===== src/design/magic_length_frame_deframer_unit_defines.svh =====
// ----------------------------------------------------------------------------
// Assertion macros for the magic length frame deframer
// Shared property wrappers clocked on clk_i; MLFD_ASSERT is disabled in reset.
// ----------------------------------------------------------------------------
`ifndef MAGIC_LENGTH_FRAME_DEFRAMER_UNIT_DEFINES_SVH
`define MAGIC_LENGTH_FRAME_DEFRAMER_UNIT_DEFINES_SVH

// check a property on every clock edge outside reset
`define MLFD_ASSERT(label, prop, msg) \
  label: assert property (@(posedge clk_i) disable iff (!rst_ni) (prop)) else $error(msg);

// check a property on every clock edge, reset included
`define MLFD_ASSERT_ALWAYS(label, prop, msg) \
  label: assert property (@(posedge clk_i) (prop)) else $error(msg);

`endif


===== src/design/mlfd_pkg.sv =====
// ----------------------------------------------------------------------------
// mlfd_pkg
// Types and constants shared by the deframer modules.
// ----------------------------------------------------------------------------
`default_nettype none

package mlfd_pkg;

  localparam logic [1:0] PhHunt = 2'd0;
  localparam logic [1:0] PhLen  = 2'd1;
  localparam logic [1:0] PhData = 2'd2;

  localparam logic [2:0] LenLastIdx = 3'd7;

  localparam logic [7:0] SyncB0 = 8'h43;
  localparam logic [7:0] SyncB1 = 8'h41;
  localparam logic [7:0] SyncB2 = 8'h53;
  localparam logic [7:0] SyncB3 = 8'h4C;

  localparam logic KindPayload = 1'b0;
  localparam logic KindEmpty   = 1'b1;

  typedef struct packed {
    logic       valid;
    logic       kind;
    logic [7:0] data;
    logic       last;
  } res_t;

  function automatic logic [7:0] sync_byte(input logic [1:0] idx);
    logic [7:0] b;
    case (idx)
      2'd0:    b = SyncB0;
      2'd1:    b = SyncB1;
      2'd2:    b = SyncB2;
      2'd3:    b = SyncB3;
      default: b = SyncB0;
    endcase
    return b;
  endfunction

endpackage

`default_nettype wire


===== src/design/magic_length_frame_deframer_unit.sv =====
// A byte accepted into the input register is parsed when it advances, which
// loads the result register if the byte yields a result, making it valid on the
// master side; a master-side stall can hold the byte in the input register.
// Throughput: one byte per cycle while the master side does not stall, set by
// the single parse stage between the input register and the result register.
// Reset: asynchronous, active low; sync hunt, both register stages empty.
// ----------------------------------------------------------------------------
// magic_length_frame_deframer_unit
// Sync word hunt, 64-bit big-endian length and payload pass-through.
// ----------------------------------------------------------------------------
`default_nettype none

`include "magic_length_frame_deframer_unit_defines.svh"

module magic_length_frame_deframer_unit (
  input  wire logic       clk_i,
  input  wire logic       rst_ni,
  input  wire logic       s_axis_tvalid_i,
  output logic            s_axis_tready_o,
  input  wire logic [7:0] s_axis_tdata_i,   // [7:0] data_byte
  output logic            m_axis_tvalid_o,
  input  wire logic       m_axis_tready_i,
  output logic [7:0]      m_axis_tdata_o,   // [7:0] payload_byte
  output logic            m_axis_tuser_o,   // [0] kind
  output logic            m_axis_tlast_o    // last_of_message
);

  logic           in_valid_q;
  logic [7:0]     in_byte_q;
  logic           out_free;
  logic           advance;
  logic           s_accept;
  mlfd_pkg::res_t res;

  assign out_free        = !m_axis_tvalid_o || m_axis_tready_i;
  assign advance         = in_valid_q && (!res.valid || out_free);
  assign s_axis_tready_o = !in_valid_q || advance;
  assign s_accept        = s_axis_tvalid_i && s_axis_tready_o;

  always_ff @(posedge clk_i or negedge rst_ni) begin
    if (!rst_ni) begin
      in_valid_q <= 1'b0;
    end else if (s_accept) begin
      in_valid_q <= 1'b1;
    end else if (advance) begin
      in_valid_q <= 1'b0;
    end
  end

  always_ff @(posedge clk_i) begin
    if (s_accept) begin
      in_byte_q <= s_axis_tdata_i;
    end
  end

  mlfd_parser u_parser (
    .clk_i  (clk_i),
    .rst_ni (rst_ni),
    .fire_i (advance),
    .byte_i (in_byte_q),
    .res_o  (res)
  );

  mlfd_out_reg u_out (
    .clk_i           (clk_i),
    .rst_ni          (rst_ni),
    .load_i          (advance && res.valid),
    .res_i           (res),
    .m_axis_tvalid_o (m_axis_tvalid_o),
    .m_axis_tready_i (m_axis_tready_i),
    .m_axis_tdata_o  (m_axis_tdata_o),
    .m_axis_tuser_o  (m_axis_tuser_o),
    .m_axis_tlast_o  (m_axis_tlast_o)
  );

  `MLFD_ASSERT(a_empty_is_last, (m_axis_tvalid_o && m_axis_tuser_o) |-> m_axis_tlast_o,
               "empty completion without last flag")
  `MLFD_ASSERT(a_no_overwrite, (in_valid_q && res.valid && m_axis_tvalid_o && !m_axis_tready_i)
               |=> ($stable(m_axis_tdata_o) && in_valid_q),
               "stalled result overwritten or request lost")

endmodule

`default_nettype wire


===== src/design/mlfd_parser.sv =====
// ----------------------------------------------------------------------------
// mlfd_parser
// Sync hunt, length gather and payload count for one registered byte.
// ----------------------------------------------------------------------------
`default_nettype none

`include "magic_length_frame_deframer_unit_defines.svh"

module mlfd_parser (
  input  wire logic          clk_i,
  input  wire logic          rst_ni,
  input  wire logic          fire_i,
  input  wire logic [7:0]    byte_i,
  output mlfd_pkg::res_t     res_o
);

  logic [1:0]  phase_q, phase_d;
  logic [1:0]  match_q, match_d;
  logic [2:0]  lcnt_q, lcnt_d;
  logic [63:0] shift_q, shift_d;
  logic [63:0] rem_q, rem_d;
  logic [63:0] shift_nx;
  logic        last_w;

  assign shift_nx = {shift_q[55:0], byte_i};
  assign last_w   = (rem_q <= 64'd1);

  always_comb begin
    phase_d = phase_q;
    match_d = match_q;
    lcnt_d  = lcnt_q;
    shift_d = shift_q;
    rem_d   = rem_q;
    res_o   = '0;
    case (phase_q)
      mlfd_pkg::PhLen: begin
        shift_d = shift_nx;
        if (lcnt_q == mlfd_pkg::LenLastIdx) begin
          lcnt_d = 3'd0;
          if (shift_nx == 64'd0) begin
            phase_d    = mlfd_pkg::PhHunt;
            match_d    = 2'd0;
            res_o.valid = 1'b1;
            res_o.kind  = mlfd_pkg::KindEmpty;
            res_o.last  = 1'b1;
          end else begin
            rem_d   = shift_nx;
            shift_d = 64'd0;
            phase_d = mlfd_pkg::PhData;
          end
        end else begin
          lcnt_d = lcnt_q + 3'd1;
        end
      end
      mlfd_pkg::PhData: begin
        res_o.valid = 1'b1;
        res_o.kind  = mlfd_pkg::KindPayload;
        res_o.data  = byte_i;
        res_o.last  = last_w;
        if (last_w) begin
          rem_d   = 64'd0;
          phase_d = mlfd_pkg::PhHunt;
          match_d = 2'd0;
        end else begin
          rem_d = rem_q - 64'd1;
        end
      end
      default: begin
        phase_d = mlfd_pkg::PhHunt;
        if (byte_i == mlfd_pkg::sync_byte(match_q)) begin
          if (match_q == 2'd3) begin
            match_d = 2'd0;
            lcnt_d  = 3'd0;
            shift_d = 64'd0;
            phase_d = mlfd_pkg::PhLen;
          end else begin
            match_d = match_q + 2'd1;
          end
        end else begin
          match_d = (byte_i == mlfd_pkg::SyncB0) ? 2'd1 : 2'd0;
        end
      end
    endcase
  end

  always_ff @(posedge clk_i or negedge rst_ni) begin
    if (!rst_ni) begin
      phase_q <= mlfd_pkg::PhHunt;
      match_q <= 2'd0;
      lcnt_q  <= 3'd0;
      shift_q <= 64'd0;
      rem_q   <= 64'd0;
    end else if (fire_i) begin
      phase_q <= phase_d;
      match_q <= match_d;
      lcnt_q  <= lcnt_d;
      shift_q <= shift_d;
      rem_q   <= rem_d;
    end
  end

  `MLFD_ASSERT(a_phase_legal, phase_q != 2'd3, "unused phase reached")
  `MLFD_ASSERT(a_len_no_match, (phase_q == mlfd_pkg::PhLen) |-> (match_q == 2'd0),
               "sync match count left set while gathering length")
  `MLFD_ASSERT(a_data_nonzero, (phase_q == mlfd_pkg::PhData) |-> (rem_q != 64'd0),
               "payload phase with nothing remaining")

endmodule

`default_nettype wire


===== src/design/mlfd_out_reg.sv =====
// ----------------------------------------------------------------------------
// mlfd_out_reg
// Result register driving the master-side stream.
// ----------------------------------------------------------------------------
`default_nettype none

module mlfd_out_reg (
  input  wire logic           clk_i,
  input  wire logic           rst_ni,
  input  wire logic           load_i,
  input  wire mlfd_pkg::res_t res_i,
  output logic                m_axis_tvalid_o,
  input  wire logic           m_axis_tready_i,
  output logic [7:0]          m_axis_tdata_o,
  output logic                m_axis_tuser_o,
  output logic                m_axis_tlast_o
);

  logic       valid_q;
  logic [7:0] data_q;
  logic       kind_q;
  logic       last_q;

  always_ff @(posedge clk_i or negedge rst_ni) begin
    if (!rst_ni) begin
      valid_q <= 1'b0;
    end else if (load_i) begin
      valid_q <= 1'b1;
    end else if (m_axis_tready_i) begin
      valid_q <= 1'b0;
    end
  end

  always_ff @(posedge clk_i) begin
    if (load_i) begin
      data_q <= res_i.data;
      kind_q <= res_i.kind;
      last_q <= res_i.last;
    end
  end

  assign m_axis_tvalid_o = valid_q;
  assign m_axis_tdata_o  = data_q;
  assign m_axis_tuser_o  = kind_q;
  assign m_axis_tlast_o  = last_q;

endmodule

`default_nettype wire

===== config.mk =====
export PLATFORM = sky130hd
export DESIGN_NAME = magic_length_frame_deframer_unit
export DESIGN_NICKNAME = d
export VERILOG_FILES = /design/src/design/mlfd_pkg.sv /design/src/design/magic_length_frame_deframer_unit.sv /design/src/design/mlfd_parser.sv /design/src/design/mlfd_out_reg.sv
export VERILOG_INCLUDE_DIRS = /design/src /design/src/design
export SDC_FILE = /design/constraint.sdc
export NUM_CORES = 1
export LEC_CHECK = 0
export CORE_AREA = 8 8 148 150
export DETAILED_ROUTE_END_ITERATION = 7
export DIE_AREA = 0 0 156 158
export DONT_BUFFER_PORTS = 1
export HOLD_SLACK_MARGIN = 0.02
export PLACE_DENSITY = 0.51
export SLEW_MARGIN = 20
export SYNTH_ARGS = -nofsm -noshare
export SYNTH_HDL_FRONTEND = slang
export SYNTH_SLANG_ARGS = --single-unit

===== constraint.sdc =====
create_clock -name clk_i -period 5.7 [get_ports clk_i]
set_input_delay 0.57 -clock clk_i [delete_from_list [all_inputs] [get_ports clk_i]]
set_output_delay 0.57 -clock clk_i [all_outputs]
set_load 0.01 [all_outputs]

==> metrics.csv <==
stage;metric;value;unit
outcome;outcome;finished clean;
worst_setup_path;Crit path arrival time;4090;ps
grt;largest net degree at the start of global routing;130;
grt;met1 GRT Util;27.10;%
sta;maximum clock rate;0.2629;GHz
yosys;Post-synth EDFFs;18;
worst_setup_path;Setup CP Type;register to register;
worst_setup_path;worst setup path start;u_parser.shift_q[4];
sta;WHS;113.6;ps
yosys;largest cells by area after synthesis;dfrtp_1 42%, nand2_1 8.5%, o21ai_0 7.3%;
worst_setup_path;endpoint type of the worst setup path;register;
flow_run;# Max-Cap Violations;0;
detailed_routing;vias;6667;
grt;Overflow after GRT;0;
worst_setup_path;Max FO, Critical Path;16;
clocking;Setup Buffers After CTS;0;
detailed_routing;Pre-antenna DRT Iters;6;
yosys;YS warnings;0;
sta;setup ws final;1897;ps
yosys;average cell area after synthesis;8.873;sq um
clocking;clk slew on worst S/H paths;70;ps
sta;max-slew violations;0;
detailed_routing;DRT iter0 DRCs;695;
clocking;TritonCTS clock tree;done;
sta;Worst Skew;12.43;ps
pwr;leakage;3.322;nW
yosys;asr flop ratio synth;87.76;%
floorplanning;Chip Width;156;um
cells_and_area;# diodes;0;
worst_setup_path;Worst path max stage delay;700;ps
sta;Final Hold Fails;0;
floorplanning;row cnt;52;
worst_setup_path;Reg2Reg Capture Point;u_parser.rem_q[32];
yosys;Yosys top cell by area;dfrtp_1;
yosys;#FFs+latches synth;147;
grt;met2 Use GR;29.29;%
grt;All-Layer GR Usage;19.23;%
pwr;PwrDens;460.6;nW/um^2
cells_and_area;most frequent cells in the layout;174 x nand2_1, 129 x dfrtp_1, 112 x o21ai_0, 48 x nor2_1, 35 x nor3_1;
cells_and_area;Net count, final;860;
pwr;total power;3.904;mW
sta;final setup fails;0;
place;Place WS;1948;ps
pwr;Sw Pwr;1.490;mW
worst_setup_path;FF-to-FF setup slack;1900;ps
sta;Period Utilization, post-route;66.73;%
sta;Tmin final;3803;ps
sta;final setup TNS;0;ps
worst_setup_path;crit path max-delay cell type;a221o_1;
cells_and_area;commonest non-fill, non-tap cell in the layout;nand2_1;
worst_setup_path;CP Launch Type;register;
detailed_routing;final WL;23.04;mm
clocking;CTS Buf Count;17;
yosys;post-synthesis cell type count;61;
sta;unrepaired setup endpoints after global routing;no;
detailed_routing;Vias/cell;5.942;
worst_setup_path;reg2reg path depth;8;
yosys;mapped cell area;7640;sq um
yosys;cells after synthesis;861;
grt;initial antenna violation count;0;
cells_and_area;layout cells sized above 1;7.864;%
worst_setup_path;worst path bufs/invs;1;
pwr;Clk network pwr share;28.9;%
yosys;post-synth top area share;42.25;%
pwr;Sw Share;38.18;%
floorplanning;CORE AREA;19710;sq um
yosys;Synth Flop Type;dfrtp_1;
detailed_routing;Residual DRC;0;
min_path;HP Class;input pin to async pin;
yosys;register area share after synthesis;49.33;%
clocking;CTS Root Cell;clkbuf_16;
detailed_routing;Final ANT Viol Nets;0;
pwr;combinational share of power;26.0;%
grt;vias in the first global route;6335;
yosys;Post-Syn Nets;882;
pwr;power share of the sequential group;45.1;%
clocking;H-Tree Depth;4;
place;HPWL Detailed;14.96;mm
pwr;Peak VDD IR;0.1981;mV
clocking;clock insertion delay at the later pin of the skew report;440;ps
worst_setup_path;CP cell instances;nor4_1, nand4_1, nor4_1, buf_4, a221o_1, nor2_1, nand4_1, o311ai_0;
place;PortBufs;0;
clocking;TritonCTS Sinks;147;
sta;worst slew pin tran;1031;ps
place;routability cong.;0.8411;
floorplanning;Boundary Pins;24;
grt;global-route wire length before repair;36.73;mm
floorplanning;Starting Density;38.75;%
sta;Slew Limit Headroom;31.27;%
grt;GRT Max-Usage Layer;met2;
clocking;clk buf depth;2;
floorplanning;Die ar.;24650;sq um
worst_setup_path;Worst path top cell family by delay;simple AND/OR/NAND/NOR gates;
worst_setup_path;FF-to-FF Start;u_parser.shift_q[4];
worst_setup_path;CP required;5980;ps
floorplanning;Die Span Y;158;um
detailed_routing;wire length per cell;20.53;um
cells_and_area;layout overhead on the synthesized area;10.94;%
grt;met3 Use GR;3.167;%
pwr;Pint;2.413;mW
[through the flow]
step | instances | area, sq um | util (%)
2_1_floorplan | 861 | 7640 | -
5_1_grt | 1122 | 8476 | 42.99
6_report | 1122 | 8476 | 42.99
4_1_cts | 1122 | 8476 | 42.99
3_5_place_dp | 1089 | 7861 | 39.88
3_3_place_gp | 1089 | 7861 | 39.88
[how the worst max path moves through the flow]
stage                                     to  slack [ps]  cells after the start
after floorplan           u_parser.rem_q[59]        2670                      8
after global placement     u_parser.rem_q[9]        1970                      9
after detailed placement  u_parser.rem_q[28]        1950                      8
after CTS                 u_parser.rem_q[28]        1920                      8
after global routing      u_parser.rem_q[28]        1760                      8
final                     u_parser.rem_q[32]        1900                      8
[cells by family after synthesis]
logic type | after synthesis | synth area share [%]
fa+ha+maj | 9 | 1.474
compound gates | 251 | 21.60
buf+inv | 81 | 4.176
mux | 4 | 0.5405
simple gates | 369 | 22.88
flops | 147 | 49.33
[cells in the mapped netlist, types with 11 or more instances]
library cell / n
edfxtp_1: 18
inv_1: 28
o21ai_1: 11
a21oi_1: 23
nand3_1: 12
nor3_1: 35
a22o_1: 29
or2_2: 11
nor2_1: 48
o21ai_0: 112
nor4_1: 30
nand2_1: 174
clkbuf_1: 40
dfrtp_1: 129
nand4_1: 12
or3_1: 16
[worst reg2reg max path, delay by kind of cell, from the launching register on]
family | cells | cell delay, ps
AND/OR/NAND/NOR | 5 | 2030
AO/OA/AOI/OAI | 2 | 890
flip-flops | 1 | 460
buffers and inverters | 1 | 260
[final cells by class]
class	count	area [sq um]
clock buffers	20	466.7
clock inverters	12	120.1
fillers	1934	11240
inverters	29	108.9
multi-input cells	633	3571
flip-flops and latches	147	3769
well taps	270	337.8
repair buffers	11	102.6
[sequential cells by signal, summed over array words and instances (netlist names)]
name	cells
u_parser.lcnt_q	3
u_out.m_axis_tvalid_o	1
u_out.m_axis_tdata_o	8
u_parser.match_q	2
u_out.m_axis_tlast_o	1
in_valid_q	1
in_byte_q	8
u_parser.rem_q	64
u_parser.phase_q	2
u_parser.shift_q	56
u_out.m_axis_tuser_o	1
[routing by layer]
metal | share of wire [%] | vias to the layer above | routed length [um]
met5 | 0 | - | 0
met3 | 5.4 | 35 | 1255
li1 | - | 3101 | -
met2 | 46 | 251 | 10510
met4 | 1.7 | 0 | 400
met1 | 47 | 3280 | 10870
[power by group through the flow]
stage	clock (mW)	sequential, mW	combinational [mW]
after CTS	1.15	1.75	1.01
after global routing	1.19	1.80	1.14
after global placement	0	1.76	0.961
after floorplan	0	1.61	0.763
after detailed placement	0	1.77	0.977
final	1.13	1.76	1.01
[what timing repair did]
action	in CTS	in global routing
hold buffers	1	0
hold endpoints to repair	129	0
resized for setup	0	0
No activity file was read; power rests on OpenSTA's default activity.
